[src/design/mvr_pkg.sv]
// Package for the mesh vertex ring builder: operation, status and state codes,
// plus the command record shared by the front, back and top level and the result record of the back end.
// Depends on nothing.
package mvr_pkg;

   localparam logic [2:0] FUNC_LOAD    = 3'd0;
   localparam logic [2:0] FUNC_BUILD   = 3'd1;
   localparam logic [2:0] FUNC_RD_VERT = 3'd2;
   localparam logic [2:0] FUNC_RD_FACE = 3'd3;
   localparam logic [2:0] FUNC_RD_NB   = 3'd4;
   localparam logic [2:0] FUNC_CLEAR   = 3'd5;

   localparam logic [31:0] TRI_MARK = 32'hffff_ffff;

   typedef enum logic [2:0] {
      OP_LOAD, OP_BUILD, OP_RD_VERT, OP_RD_FACE, OP_RD_NB, OP_CLEAR, OP_NOP
   } op_type;

   typedef enum logic [1:0] {
      STAT_OK, STAT_FULL, STAT_RANGE, STAT_NOT_BUILT
   } status_type;

   typedef enum logic [4:0] {
      ST_IDLE, ST_LOAD, ST_RD_ISSUE, ST_RD_DATA, ST_CLR, ST_FACE_RD, ST_OP_RD,
      ST_OP_WR, ST_PFX_RD, ST_PFX_WR, ST_DD_RD, ST_DD_LATCH, ST_MK_RD, ST_MK_WR,
      ST_SC_RD, ST_SC_WR, ST_DD_WR, ST_FIN
   } bld_state_type;

   typedef enum logic [1:0] {
      P_FCOUNT, P_FFILL, P_RCOUNT, P_RFILL
   } pass_type;

   typedef struct packed {
      op_type      op;
      logic [31:0] corner_a;
      logic [31:0] corner_b;
      logic [31:0] corner_c;
      logic [31:0] corner_d;
      logic [12:0] read_index;
   } cmd_type;

   typedef struct packed {
      status_type  status;
      logic [12:0] face_start;
      logic [12:0] face_count;
      logic [13:0] neighbor_start;
      logic [13:0] neighbor_count;
      logic        on_edge;
      logic [9:0]  ring_entry;
      logic [12:0] face_total;
      logic [13:0] neighbor_total;
   } res_type;

endpackage

[src/design/mvr_chan_if.sv]
// Request and result channel interfaces of the mesh vertex ring builder.
// Each carries valid, ready and the payload fields; no package dependency.
interface mvr_req_if;
   logic        valid;
   logic        ready;
   logic [2:0]  func;
   logic [31:0] corner_a;
   logic [31:0] corner_b;
   logic [31:0] corner_c;
   logic [31:0] corner_d;
   logic [12:0] read_index;

   modport source (output valid, func, corner_a, corner_b, corner_c, corner_d,
                   read_index, input ready);
   modport sink (input valid, func, corner_a, corner_b, corner_c, corner_d,
                 read_index, output ready);
endinterface


[src/design/mvr_front.sv]
// Front end: accepts request words, decodes the function code into an
// operation and queues the commands for the back end. Uses mvr_pkg, mvr_req_if.
module mvr_front
   import mvr_pkg::*;
(
   input  logic      clock,
   input  logic      reset,
   mvr_req_if.sink   req_chan,
   output cmd_type   cmd,
   output logic      cmd_valid,
   input  logic      cmd_ready
);

   localparam int QDEPTH = 2;

   cmd_type     q_ff [QDEPTH];
   logic        wr_ptr_ff, wr_ptr_in;
   logic        rd_ptr_ff, rd_ptr_in;
   logic [1:0]  cnt_ff, cnt_in;
   logic        push, pop;
   cmd_type     dec;

   always_comb begin
      dec.corner_a   = req_chan.corner_a;
      dec.corner_b   = req_chan.corner_b;
      dec.corner_c   = req_chan.corner_c;
      dec.corner_d   = req_chan.corner_d;
      dec.read_index = req_chan.read_index;
      unique case (req_chan.func)
         FUNC_LOAD:    dec.op = OP_LOAD;
         FUNC_BUILD:   dec.op = OP_BUILD;
         FUNC_RD_VERT: dec.op = OP_RD_VERT;
         FUNC_RD_FACE: dec.op = OP_RD_FACE;
         FUNC_RD_NB:   dec.op = OP_RD_NB;
         FUNC_CLEAR:   dec.op = OP_CLEAR;
         default:      dec.op = OP_NOP;
      endcase
   end

   assign req_chan.ready = (cnt_ff != 2'(QDEPTH));
   assign push = req_chan.valid && req_chan.ready;
   assign cmd_valid = (cnt_ff != 2'd0);
   assign pop = cmd_valid && cmd_ready;
   assign cmd = q_ff[rd_ptr_ff];

   always_comb begin
      wr_ptr_in = push ? ~wr_ptr_ff : wr_ptr_ff;
      rd_ptr_in = pop ? ~rd_ptr_ff : rd_ptr_ff;
      cnt_in = cnt_ff + 2'(push) - 2'(pop);
   end

   always_ff @(posedge clock) begin
      if (push) begin
         q_ff[wr_ptr_ff] <= dec;
      end
   end

   always_ff @(posedge clock) begin
      if (reset) begin
         wr_ptr_ff <= 1'b0;
         rd_ptr_ff <= 1'b0;
         cnt_ff <= 2'd0;
      end else begin
         wr_ptr_ff <= wr_ptr_in;
         rd_ptr_ff <= rd_ptr_in;
         cnt_ff <= cnt_in;
      end
   end

   a_queue_bound: assert property (@(posedge clock) disable iff (reset)
      cnt_ff <= 2'(QDEPTH))
      else $error("command queue holds more than its depth");

   a_ptr_track: assert property (@(posedge clock) disable iff (reset)
      (cnt_ff == 2'd0 || cnt_ff == 2'(QDEPTH)) |-> (wr_ptr_ff == rd_ptr_ff))
      else $error("queue pointers disagree with the fill count");

   a_pop_order: assert property (@(posedge clock) disable iff (reset)
      pop |=> (rd_ptr_ff != $past(rd_ptr_ff)))
      else $error("read pointer did not advance after a pop");

endmodule

[src/flat_wrapper.sv]
// flat-port wrapper written by rule: the top's interface ports become plain ports
module mvr_front_flat import mvr_pkg::*;
  (clock, reset, cmd, cmd_valid, cmd_ready, req_chan_valid, req_chan_func, req_chan_corner_a, req_chan_corner_b, req_chan_corner_c, req_chan_corner_d, req_chan_read_index, req_chan_ready);
  mvr_req_if req_chan_i ();
  input  logic clock;
  input  logic reset;
  output cmd_type cmd;
  output logic cmd_valid;
  input  logic cmd_ready;
  input wire logic [$bits(req_chan_i.valid)-1:0] req_chan_valid;
  input wire logic [$bits(req_chan_i.func)-1:0] req_chan_func;
  input wire logic [$bits(req_chan_i.corner_a)-1:0] req_chan_corner_a;
  input wire logic [$bits(req_chan_i.corner_b)-1:0] req_chan_corner_b;
  input wire logic [$bits(req_chan_i.corner_c)-1:0] req_chan_corner_c;
  input wire logic [$bits(req_chan_i.corner_d)-1:0] req_chan_corner_d;
  input wire logic [$bits(req_chan_i.read_index)-1:0] req_chan_read_index;
  output wire logic [$bits(req_chan_i.ready)-1:0] req_chan_ready;
  assign req_chan_i.valid = req_chan_valid;
  assign req_chan_i.func = req_chan_func;
  assign req_chan_i.corner_a = req_chan_corner_a;
  assign req_chan_i.corner_b = req_chan_corner_b;
  assign req_chan_i.corner_c = req_chan_corner_c;
  assign req_chan_i.corner_d = req_chan_corner_d;
  assign req_chan_i.read_index = req_chan_read_index;
  assign req_chan_ready = req_chan_i.ready;
  mvr_front u_core (.clock(clock), .reset(reset), .req_chan(req_chan_i), .cmd(cmd), .cmd_valid(cmd_valid), .cmd_ready(cmd_ready));
endmodule
[config.mk]
export PLATFORM = sky130hd
export DESIGN_NAME = mvr_front_flat
export DESIGN_NICKNAME = d
export VERILOG_FILES = /design/src/design/mvr_pkg.sv /design/src/design/mvr_chan_if.sv /design/src/design/mvr_front.sv /design/src/flat_wrapper.sv
export SDC_FILE = /design/constraint.sdc
export NUM_CORES = 1
export LEC_CHECK = 0
export CAP_MARGIN = 0
export CORE_MARGIN = 5
export CORE_UTILIZATION = 45
export DETAILED_ROUTE_END_ITERATION = 7
export DONT_BUFFER_PORTS = 1
export SLEW_MARGIN = 20
export SYNTH_ARGS = -nofsm -noshare
export SYNTH_HDL_FRONTEND = slang
export SYNTH_SLANG_ARGS = --single-unit
[constraint.sdc]
create_clock -name clock -period 7.7 [get_ports clock]
set_clock_uncertainty 0.15 [all_clocks]
set_input_delay 1.155 -clock clock [delete_from_list [all_inputs] [get_ports clock]]
set_output_delay 1.155 -clock clock [all_outputs]
set_load 0.02 [all_outputs]
; ---- Word-level counts from Yosys, hierarchy flattened
; Memory sizes are Yosys's and may differ from the RTL's. A register that Yosys moved wholly into a read port is not among the register bits.
; Index checks and enable logic that the tools add are counted.
; W data, S select, Z words.
[totals]
ramBits = 288
reg_bits = 4
wordCells = 23
mem_count = 1
[classes]
bitwise = 2
add_sub_neg = 2
reduce_logical = 4
n_mux = 5
n_eq_ne = 6
[mem_list]
columns = memory, depth, width, rd, rd_clocked_by_memory_dff, write_ports, line_no
row1 = u_core.q_ff, 2, 144, 1, 1, 1, mvr_front.sv:16  ; cmd_type q_ff [QDEPTH];
[op_table]
columns = op, count
row1 = $pmux W3 S6, 1
row2 = $eq A3 B2 Y1 const B, 2
row3 = $eq A3 B3 Y1 const B, 2
row4 = $mux W1, 4
row5 = $eq A3 B1 Y1 const B, 1
row6 = $logic_not A3 Y1, 1
row7 = $add A2 B1 Y2, 1
row8 = $logic_and A1 B1 Y1, 2
row9 = $ne A2 B2 Y1 const B, 1
row10 = $not A1 Y1, 2
row11 = $reduce_bool A2 Y1, 1
row12 = $sub A2 B1 Y2, 1

; ---- Longest topological paths before layout
[logic_depth]
depth_word = 4
ltp_mapped = 7

; ---- Worst setup path after synthesis
; No wires, ideal clock.
[synth_timing]
path_type = input -> register
from = in req_chan_valid
to = mem u_core.q_ff[0][0] in the netlist's numbering (enable)
setup_slack_ps = -764
path_stages = 2
arrival_ps = 7648
n_path_buf = 0
cell_sequence = and2_1 nor2b_1
[synth_via]
elab_chain_len = 3
[synth_rtl]
columns = element, line_no
row1 = from (decl), flat_wrapper.sv:10  ; input wire logic [$bits(req_chan_i.valid)-1:0] req_chan_valid;
row2 = $logic_and A1 B1 Y1, mvr_front.sv:41  ; assign push = req_chan.valid && req_chan.ready;
row3 = $mux W1, mvr_front.sv:53  ; if (push) begin
row4 = $mux W1 (implied by the code), mvr_front.sv:54  ; q_ff[wr_ptr_ff] <= dec;
row5 = to (decl), mvr_front.sv:16
; Every way passes these cells.

==> summary.log <==
[outcome] outcome complete, no violations
[floorplanning] die height 165 µm
[sta] final setup violation count 0
[clocking] buffers from clock root to sink, at most 3
[sta] Final TNS setup 0 ns
[sta] final number of max-transition violations 0
[power_and_ir_drop] net switching power 1.32 mW
[global_route] largest net degree at the start of global routing 76
[clocking] number of buffers added by the clock tree synthesis step 29
[floorplanning] Die ar. 27,400 µm²
[layout] synth-to-layout area growth 11.4%
[place] number of input and output port buffers inserted 0
[yosys] portion of synthesized cell area occupied by the leading cell type 0.795
[layout] number of nets in the layout 646
[clocking] number of H-tree levels 1
[place] post-detail-place hpwl 13.1 mm
[clocking] post-CTS sizing 0
[power_and_ir_drop] combinational share of power 0.241
[yosys] Post-Syn Area per Cell 22.8 µm²
[sta] number of failing hold endpoints at the final stage 0
[yosys] Post-Syn Area 10,900 µm²
[floorplanning] Core Region 23,600 µm²
[power_and_ir_drop] power share of the sequential group 0.459
[run] number of max-cap violations 0
[layout] count of inserted antenna diode cells 0
[global_route] met2 GRT Util 0.226
[global_route] number of antenna violations at the first check in global routing 0
[clocking] clock tree root driver cell sky130_fd_sc_hd__clkbuf_16
[global_route] gr ovfl total 0
[critical_path] Critical Setup Path Class flip-flop to output port
[power_and_ir_drop] cell-internal power 3.22 mW
[global_route] via count of the first global-routing pass 4,823
[yosys] Syn Nets 628
[sta] Period minus WS final 3.70 ns
[yosys] Area contributors post-synth sky130_fd_sc_hd__edfxtp_1, sky130_fd_sc_hd__mux2_2, sky130_fd_sc_hd__mux2_4, sky130_fd_sc_hd__dfxtp_1, sky130_fd_sc_hd__buf_6
[global_route] GR peak layer met2
[yosys] Netlist cell types 22
[critical_path] list of cells traversed by the critical path buf_4 > mux2_2
[yosys] post-synthesis async set-or-reset flop share 0
[drt] total wire length after detailed routing 19.5 mm
[drt] antenna violation net count after detailed routing 0
[place] Routability Congestion 0.718
[drt] total number of vias 4,281
[sta] Tcrit/Tclk final 0.481
[yosys] synth warn 0
[layout] fill cell total of the finished layout 1,862
[clocking] hold buffers post-CTS 0
[clocking] clock-pin slew on the worst setup and hold paths 0.06 ns
[yosys] post-synthesis sequential element count 293
[min_path] Min-Delay Path Class flip-flop to flip-flop
[sta] Max transition margin 0.283
[floorplanning] Die X 165 µm
[drt] number of DRC violations after detailed routing 0
[power_and_ir_drop] Total Power Consumption 4.54 mW
[floorplanning] initial core utilization 0.461
[critical_path] sum of buffers and inverters on the critical path 1
[power_and_ir_drop] clock network fraction of design power 0.300
[drt] vias per std cell 5.14
[clocking] clock tree from TritonCTS built
[layout] share of cells above drive strength 1 0.374
[floorplanning] ports placed on the boundary 294
[power_and_ir_drop] Sw Share 0.290
[global_route] global-route wire length before repair 28.1 mm
[critical_path] worst-path fanout max 75
[drt] average wire per cell in the routed design 23.4 µm
[global_route] met1 Track Usage GR 0.128
[critical_path] highest-delay cell along the critical path sky130_fd_sc_hd__buf_4
[clocking] total setup buffers inserted after CTS 0
[yosys] number of synthesized flops with an enable pin 288
[global_route] Global Route Usage Sum 0.135
[sta] actual transition at the worst max-transition pin 1.08 ns
[critical_path] kind of launch point of the worst setup path flip-flop
[sta] setup repair after global routing missed its margin no
[power_and_ir_drop] power per cell area 375 nW/µm²
[drt] violation count after the first detailed-routing iteration 166
[clocking] clk sinks 293
[sta] upper clock frequency limit 0.270 GHz
[yosys] number of instances in the synthesized netlist 478
[yosys] cell taking the most area after synthesis sky130_fd_sc_hd__edfxtp_1
[critical_path] kind of capture point of the worst setup path output port
[clocking] Skew-Pair Late Insertion Delay 0.53 ns
[power_and_ir_drop] leakage power 4.01 nW
[floorplanning] Core Rows 56
[yosys] dominant synthesized flop cell sky130_fd_sc_hd__edfxtp_1
[critical_path] delay of the slowest cell on the worst path 0.79 ns
[critical_path] data arrival time of the critical path 2.40 ns
[critical_path] worst path required time 6.39 ns
[yosys] share of synthesized area occupied by flip-flops and latches 0.804
[global_route] routing usage on met3 0.103
[critical_path] cell family contributing the most delay on the critical path buffers and inverters
[drt] drt pass-1 iters 4
[power_and_ir_drop] peak supply drop 0.223 mV
through the flow:
| stage | area (µm²) | util | hold slack [ns] | instances | setup slack [ns] |
|---|---|---|---|---|---|
| floorplan | 10900 | - | 0.331 | 478 | 2.03 |
| global placement | 11200 | 0.474 | 0.349 | 784 | 4.21 |
| detailed placement | 11200 | 0.474 | 0.349 | 784 | 4.14 |
| CTS | 12100 | 0.513 | 0.368 | 833 | 3.93 |
| global route | 12100 | 0.513 | 0.404 | 833 | 3.88 |
| finish | 12100 | 0.513 | 0.363 | 833 | 4.00 |
cell usage after synthesis, types with 2 or more instances:
master / count
sky130_fd_sc_hd__dfxtp_1: 5
sky130_fd_sc_hd__buf_2: 8
sky130_fd_sc_hd__mux2_2: 84
sky130_fd_sc_hd__mux2_4: 60
sky130_fd_sc_hd__ha_1: 2
sky130_fd_sc_hd__nor2_1: 4
sky130_fd_sc_hd__clkbuf_1: 2
sky130_fd_sc_hd__and2_1: 2
sky130_fd_sc_hd__inv_1: 2
sky130_fd_sc_hd__nor2b_1: 2
sky130_fd_sc_hd__edfxtp_1: 288
sky130_fd_sc_hd__buf_6: 8
sky130_fd_sc_hd__nand2b_1: 2
tightest hold or removal path: cells and delay by family (launching register included):
kind / cells / cell delay [ns]
flops: 1 / 0.32
xor+xnor: 1 / 0.08
simple gates: 1 / 0.08
placed cells by master, fill, tap and decap left out, types with 2 or more instances in the layout:
master,count
sky130_fd_sc_hd__edfxtp_1,288
sky130_fd_sc_hd__mux2_2,84
sky130_fd_sc_hd__mux2_4,60
sky130_fd_sc_hd__clkbuf_16,29
sky130_fd_sc_hd__clkbuf_1,5
sky130_fd_sc_hd__clkinv_1,5
sky130_fd_sc_hd__buf_4,5
sky130_fd_sc_hd__nor2_1,4
sky130_fd_sc_hd__bufinv_16,4
sky130_fd_sc_hd__dfxtp_1,4
sky130_fd_sc_hd__clkinvlp_4,3
sky130_fd_sc_hd__nand2b_1,2
sky130_fd_sc_hd__and2_1,2
sky130_fd_sc_hd__inv_1,2
sky130_fd_sc_hd__ha_1,2
sky130_fd_sc_hd__clkinv_2,2
final cells by class:
cell class / count / area [µm²] / share of cell area
flip-flops and latches: 293 / 8750 / 0.722
clock inverters: 15 / 180 / 0.0149
well taps: 319 / 399 / 0.0329
clock buffers: 34 / 744 / 0.0614
multi-input cells: 165 / 2000 / 0.165
inverters: 2 / 7.51 / 0.000620
repair buffers: 5 / 37.5 / 0.00310
power groups by stage:
stage	Combinational, mW	Clock, mW	Sequential (mW)
6_report	1.09	1.36	2.09
5_1_grt	1.16	1.47	2.11
4_1_cts	1.12	1.40	2.09
3_5_place_dp	1.12	0	2.12
3_3_place_gp	1.11	0	2.11
2_1_floorplan	0.984	0	2.12
logic make-up (layout without fill, tap and decap cells):
group / Yosys count / in the layout / synth area share
AO/OA/AOI/OAI: 3 / 3 / 0.00184
XOR/XNOR: 2 / 2 / 0.00161
adder cells (fa/ha/maj): 2 / 2 / 0.00230
buffers and inverters: 20 / 56 / 0.0133
flip-flops: 293 / 293 / 0.804
multiplexers: 144 / 144 / 0.170
AND/OR/NAND/NOR: 14 / 14 / 0.00690
state kept, by name, indices dropped and copies added, names as in the netlist, named ones only:
register          count
u_core.cnt_ff         2
u_core.q_ff         288
u_core.rd_ptr_ff      1
u_core.wr_ptr_ff      1
final timing paths:
kind / from / end / slack, ns / depth (start not counted)
worst max-delay path: flip-flop / cmd[15] / 4.00 / 2
worst min-delay path: u_core.rd_ptr_ff / u_core.rd_ptr_ff / 0.36 / 2
worst max register to register: u_core.cnt_ff[0] / u_core.q_ff[1][66] / 4.60 / 3
worst min register to register: u_core.rd_ptr_ff / u_core.rd_ptr_ff / 0.36 / 2
routing by layer:
layer | vias up | routed length (µm)
met4 | 0 | 502
met5 | - | 0
met3 | 33 | 3640
li1 | 1929 | -
met2 | 229 | 9410
met1 | 2090 | 5930
No activity file was read; power rests on OpenSTA's default activity.
